**src/hw/rtl/ljpe_ram.sv**
```systemverilog
// Generic single-write, single-read RAM with registered read data.
// No dependencies.
module ljpe_ram #(
    parameter int WIDTH = 32,
    parameter int DEPTH = 16,
    localparam int AW = (DEPTH > 1) ? $clog2(DEPTH) : 1
) (
    input  logic             clk,
    input  logic             we,
    input  logic [AW-1:0]    waddr,
    input  logic [WIDTH-1:0] wdata,
    input  logic             re,
    input  logic [AW-1:0]    raddr,
    output logic [WIDTH-1:0] rdata
);

    logic [WIDTH-1:0] mem [0:DEPTH-1];

    always_ff @(posedge clk)
    begin
        if (we)
        begin
            mem[waddr] <= wdata;
        end
        if (re)
        begin
            rdata <= mem[raddr];
        end
    end

endmodule

```
**config.mk**
```make
export PLATFORM = sky130hd
export DESIGN_NAME = ljpe_ram
export DESIGN_NICKNAME = d
export VERILOG_FILES = /design/src/hw/rtl/ljpe_ram.sv
export SDC_FILE = /design/constraint.sdc
export NUM_CORES = 1
export LEC_CHECK = 0
export ABC_AREA = 1
export BUFFER_PORTS_ARGS = -buffer_cell sky130_fd_sc_hd__buf_2
export CAP_MARGIN = 25
export CORE_MARGIN = 2
export CORE_UTILIZATION = 48
export CTS_CLUSTER_SIZE = 28
export DETAILED_ROUTE_END_ITERATION = 7
export PLACE_DENSITY = 0.74
export SKIP_LAST_GASP = 1
export SLEW_MARGIN = 40
export SYNTH_ARGS = -nofsm -noshare
export SYNTH_HDL_FRONTEND = slang
export SYNTH_SLANG_ARGS = --single-unit
```
**constraint.sdc**
```tcl
create_clock -name clk -period 5.9 [get_ports clk]
set_input_delay 1.18 -clock clk [delete_from_list [all_inputs] [get_ports clk]]
set_output_delay 1.18 -clock clk [all_outputs]
set_load 0.01 [all_outputs]
```
==> reports/results.txt, run 1 <==
CTS Hold Bufs = 0
WP data arrival = 3.50 ns
Rel. slew slack = 47.0%
Register-to-Register Path Depth = 6
Slew Viols, Final = 0
Starting density of the core = 48.5%
Worst-path cell chain = buf_6, clkinv_8, buf_4, nand2_1, nand2_1, nand2_1, nand3_1, nand3_1, nand2_1
Post-cts resize count = 0
Post-route setup slack = 2.73 ns
Hold/Removal Path Class = reg -> reg
Clk_skew = 0.00949 ns
Startpoint class of the critical path = input pin
Dpl cell area = 23800 µm²
Final setup fails = 0
First-pass GRT wire length = 79.3 mm
Worst skew pair latency = 0.58 ns
R2R setup slack = 4.68 ns
RSZ-0062 raised after global routing = no
Final nets = 2212
Largest net degree at the start of global routing = 153
Critical Path End = rdata[22]
Clk slew on worst S/H paths = 0.06 ns
WL/cell = 18.3 µm
Slowest CP cell = clkinv_8
Yosys cell types = 14
Peak supply drop = 0.000173 V
Clk buf depth = 3
Worst EP required = 6.22 ns
Clk root buf = clkbuf_16
Final hold vios = 0
Die area = 49800 µm²
Share of cells above drive strength 1 = 8.62%
Post-Syn Area per Cell = 10.9 µm²
Area growth from synthesis to layout = 10.4%
Slew @ Worst Pin = 0.794 ns
Row count = 80
YS warnings = 0
Number of max-cap violations = 0
Clock buffer count from CTS = 52
RD Place Congestion = 0.781
Status = complete, no violations
Worst path max stage delay = 0.65 ns
Via count = 14669
HPWL Detailed = 26.2 mm
Mapped Cells = 2120
Post-Syn Nets = 2163
CTS Sinks = 544
Post-route ant nets = 0
Initial antenna violation count = 3
Final non-filler cell area = 25500 µm²
R2r endpoint = rdata[24]
Maximum fanout along the worst path = 152
Die width = 223 µm
Die Y = 223 µm
CORE AREA = 47500 µm²
DRC Markers = 0
LEAKAGE = 0.0107 µW
Detailed Route Iter0 Violations = 1673
Hold Slack = 0.726 ns
Yosys reg bits = 544
Power Density = 315 nW/µm²
Worst slack, placed = 2.28 ns
H-Tree Level Count = 2
DR pass1 iterations = 6
Synthesized area = 23100 µm²
I/O pin count = 75
Gr ovfl total = 0
Setup bufs post-CTS = 0
Via density = 5.20
Worst Setup SP = raddr[0]
R2r startpoint = mem[5][24]
Tmin final = 3.17 ns
Vias in the first global route = 14189
Total GRT Usage = 20.7%
Final TNS setup = 0 ns
Most used cell, CP = nand2_1
Achievable Freq = 0.315 GHz
PortBufs = 74
Final worst path period share = 53.8%
CTS tree = built
Post-synthesis sequential area ratio = 70.9%
Setup CP Type = in -> reg
Pwr Total = 8030 µW
Routed WL = 51.7 mm
CP endpoint kind = flip-flop
[metal layers]
layer,routed length [µm],vias to the layer above,track usage (%)
met2,25200,665,34.9
met4,1450,4,7.10
met3,4280,119,3.17
met1,20800,6918,27.5
li1,-,6963,-
met5,21,-,0
[flip-flops by register name, indices dropped and copies added (netlist names)]
| register | count |
|---|---|
| mem | 512 |
| rdata | 32 |
[through the flow]
step           util (%)  cells
3_3_place_gp       50.1   2730
3_5_place_dp       50.1   2730
6_report           53.5   2820
4_1_cts            53.5   2818
5_1_grt            53.5   2818
2_1_floorplan         -   2120
[cell usage after synthesis, drive strengths merged]
cell,count,share of area (%)
edfxtp,544,71
inv,390,6.4
clkbuf,14,0.23
nand3,385,8.4
nand3b,2,0.065
buf,91,2.8
nand2,677,11
nor2,17,0.28
[worst max-delay path: cells and delay by family]
family                 cells  cell delay [ns]
buffers and inverters      3             1.67
AND/OR/NAND/NOR            6             0.49
[cells by family (layout without fill, tap and decap cells)]
logic type | Yosys count | count (layout) | share of synthesized area [%]
buf+inv | 495 | 578 | 9.41
flops | 544 | 544 | 70.9
other cells | 0 | 2 | 0
simple gates | 1081 | 1081 | 19.7
[layout by cell type (no fill, tap or decap), drive strengths merged]
cell type	count
buf	100
bufinv	4
clkbuf	60
clkinv	19
clkinvlp	4
diode	2
edfxtp	544
inv	391
nand2	677
nand3	385
nand3b	2
nor2	17
[power breakdown]
group | switching (µW) | internal (µW)
logic | 348 | 127
registers | 24.9 | 4350
clock network | 1370 | 1810
[how the worst min path moves through the flow]
stage	cells after the start	start	to	slack, ns
3_5_place_dp	6	mem[10][17]	rdata[17]	0.71
4_1_cts	6	mem[10][3]	rdata[3]	0.73
6_report	6	mem[10][3]	rdata[3]	0.73
3_3_place_gp	6	mem[4][20]	rdata[20]	0.71
2_1_floorplan	6	mem[10][0]	rdata[0]	0.68
5_1_grt	6	mem[10][31]	rdata[31]	0.78
[layout make-up]
type	instances	area, µm²
Timing Repair Buffer	100	592
Clock inverter	28	249
Multi-Input combinational cell	1081	4670
Antenna cell	2	5.00
Clock buffer	60	1350
Sequential cell	544	16300
Tap cell	615	769
Inverter	390	1480
Fill cell	3846	22100
No activity file was read; power rests on OpenSTA's default activity.
==> run 2: changes to the inputs <==
- ABC_AREA: 1 -> 0
- PLACE_DENSITY: 0.74 -> 0.77
- clock period: 5.9 -> 2.8 ns (I/O delays scaled with it)
==> run 2 against run 1 <==
  * Power up 110%
  * Highest routed layer unchanged
  * Critical endpoint is now rdata[18]
  * Utilization up 2.3 points
  * Worst setup slack worse by 1.7 ns
  * Clock power rose by 110%
  * Sequential power up 110%
  * Combinational power up 77%
  * First-iteration DRC count fell by 40%
==> reports/results.txt, run 2 <==
DRC Markers = 0 (unchanged)
Post-cts resize count = 0 (unchanged)
Via count = 9173 (was 14669)
Share of cells above drive strength 1 = 33.8% (was 8.62%)
Total GRT Usage = 19.6% (was 20.7%)
Worst skew pair latency = 0.58 ns (about the same)
Final worst path period share = 63.7%
Yosys cell types = 17 (was 14)
Yosys reg bits = 544 (unchanged)
Setup CP Type = reg -> out (was in -> reg)
Status = complete, no violations (unchanged)
Commonest non-fill, non-tap cells in the layout = edfxtp_1, mux4_2, buf_2, a22oi_1, clkbuf_16 (was nand2_1, edfxtp_1, inv_1, nand3_1, buf_2)
CTS tree = built (unchanged)
Die area = 43700 µm² (was 49800 µm²)
CP endpoint kind = primary output (was flip-flop)
Post-route setup slack = 1.02 ns (was 2.73 ns)
Setup bufs post-CTS = 0 (unchanged)
Row count = 75 (was 80)
Achievable Freq = 0.560 GHz
Gr ovfl total = 0 (unchanged)
Most common cell after layout, fill and taps aside = edfxtp_1 (was nand2_1)
Area growth from synthesis to layout = 15.6% (was 10.4%)
Slew @ Worst Pin = 0.670 ns (was 0.794 ns)
H-Tree Level Count = 2 (unchanged)
Initial antenna violation count = 1 (was 3)
Detailed Route Iter0 Violations = 1006 (was 1673)
RSZ-0062 raised after global routing = no (unchanged)
Via density = 5.91 (was 5.20)
Clk_skew = 0.0127 ns (was 0.00949 ns)
WP data arrival = 1.22 ns (was 3.50 ns)
Largest net degree at the start of global routing = 45 (was 153)
Final hold vios = 0 (unchanged)
Most common library cells after synthesis = edfxtp_1, mux4_2, a22oi_1 (was nand2_1, edfxtp_1, inv_1)
Fraction of registers with async set/reset = 0% (unchanged)
RD Place Congestion = 0.725 (was 0.781)
Post-Syn Nets = 881 (was 2163)
Worst-path cell chain = buf_2 (was buf_6, clkinv_8, buf_4, nand2_1, nand2_1, nand2_1, nand3_1, nand3_1, nand2_1)
Die Y = 209 µm (was 223 µm)
Tmin final = 1.78 ns
GRT met3 Usage = 3.34% (was 3.17%)
Met2 usage in global routing = 33.6% (was 34.9%)
Worst path max stage delay = 0.47 ns (was 0.65 ns)
Pwr Total = 16700 µW (was 8030 µW)
Synthesized area = 20200 µm² (was 23100 µm²)
Clk slew on worst S/H paths = 0.06 ns (about the same)
Met1 usage = 25.3% (was 27.5%)
Die width = 209 µm (was 223 µm)
Largest Register = mem (unchanged)
Top Family by Delay on Critical Path = flip-flops (was buffers and inverters)
LEAKAGE = 0.00748 µW (was 0.0107 µW)
Post-synth top area cell = edfxtp_1 (unchanged)
YS warnings = 0 (unchanged)
Vias in the first global route = 9752 (was 14189)
Maximum fanout along the worst path = 1 (was 152)
Top Usage Layer GRT = met2 (unchanged)
First-pass GRT wire length = 62.3 mm (was 79.3 mm)
CORE AREA = 41800 µm² (was 47500 µm²)
Worst EP required = 2.24 ns (was 6.22 ns)
Post-route ant nets = 0 (unchanged)
Clk buf depth = 3 (unchanged)
Flip-flop count of the largest register after layout = 512 (unchanged)
Hold/Removal Path Class = in -> reg (was reg -> reg)
I/O pin count = 75 (unchanged)
PortBufs = 74 (unchanged)
Peak supply drop = 0.000489 V (was 0.000173 V)
Rel. slew slack = 55.3% (was 47.0%)
Worst slack, placed = 0.420 ns (was 2.28 ns)
Post-Syn Area per Cell = 24.1 µm² (was 10.9 µm²)
Power Density = 718 nW/µm² (was 315 nW/µm²)
Number of max-cap violations = 0 (unchanged)
CTS Sinks = 544 (unchanged)
Slowest CP cell = edfxtp_1 (was clkinv_8)
Final nets = 1015 (was 2212)
CP bufs+invs = 1 (was 3)
Clk root buf = clkbuf_16 (unchanged)
Startpoint class of the critical path = flip-flop (was input pin)
Synth top area share = 81.0% (was 70.9%)
Routed WL = 42.0 mm (was 51.7 mm)
CTS Hold Bufs = 0 (unchanged)
Leading post-synthesis cells by cell area = edfxtp_1, mux4_2, a22oi_1 (was edfxtp_1, nand2_1, nand3_1)
Ant diodes = 0 (was 2)
HPWL Detailed = 23.8 mm (was 26.2 mm)
Mapped Cells = 838 (was 2120)
DR pass1 iterations = 5 (was 6)
Clock buffer count from CTS = 52 (unchanged)
WL/cell = 27.1 µm (was 18.3 µm)
Top Registers = mem (512), rdata (32) (unchanged)
Post-synthesis sequential area ratio = 81.0% (was 70.9%)
Most common cell in the netlist = edfxtp_1 (was nand2_1)
Post-synth EDFFs = 544 (unchanged)
Starting density of the core = 48.3% (was 48.5%)
Slew Viols, Final = 0 (unchanged)
Main synth FF type = edfxtp_1 (unchanged)
Final setup fails = 0 (unchanged)
## run 2: cell count changes in the layout (fill, tap and decap cells not counted), sizes merged, moves of 4 or more
cell,before,now
nor2,17,13
clkinv,19,27
mux4,0,128
a22oi,0,64
buf,100,122
inv,391,0
nand2,677,33
nand3,385,1
nor3,0,4
## run 2: layout make-up
cell class / count / area (µm²)
fill: 2946 / 18400
sequential: 544 / 16300
multi-input combinational: 251 / 3770
clock buffer: 60 / 1350
timing repair buffer: 123 / 925
tap: 539 / 674
clock inverter: 34 / 256
## run 2: per-layer routing
layer	wire [µm]	up-vias
met2	21900	355
met5	13	-
met4	1180	2
met1	16300	4867
met3	2630	75
li1	-	3874
## run 2: worst paths after layout
check / cells after the start / from / slack [ns] / endpoint
worst max-delay path: 1 / rdata[18] / 1.02 / rdata[18]
worst min-delay path: 1 / wdata[10] / 0.36 / mem[11][10]
worst max register to register: 3 / mem[2][19] / 1.22 / rdata[19]
worst min register to register: 3 / mem[14][2] / 0.75 / rdata[2]
## run 2: report_power, final
part / switching, µW / internal [µW]
clock: 2880 / 3800
combinational: 491 / 348
sequential: 53.2 / 9170
total: 3420 / 13300
## run 2: stage by stage
stage	area (µm²)	hold slack (ns)	std cells	utilization, %	setup TNS, ns
finish	23300	0.357	1551	55.8	0
global route	23300	0.357	1551	55.8	0
CTS	23300	0.335	1551	55.8	0
detailed placement	21700	0.734	1457	52.0	0
global placement	21700	0.720	1457	52.0	0
floorplan	20200	0.659	838	-	-6.53
## run 2: cells by family (layout without fill, tap and decap cells)
family / Yosys count / after routing / synth area share (%)
simple gates: 59 / 59 / 1.25
compound gates: 64 / 64 / 2.38
mux: 128 / 128 / 14.3
buf+inv: 43 / 217 / 1.10
flops: 544 / 544 / 81.0
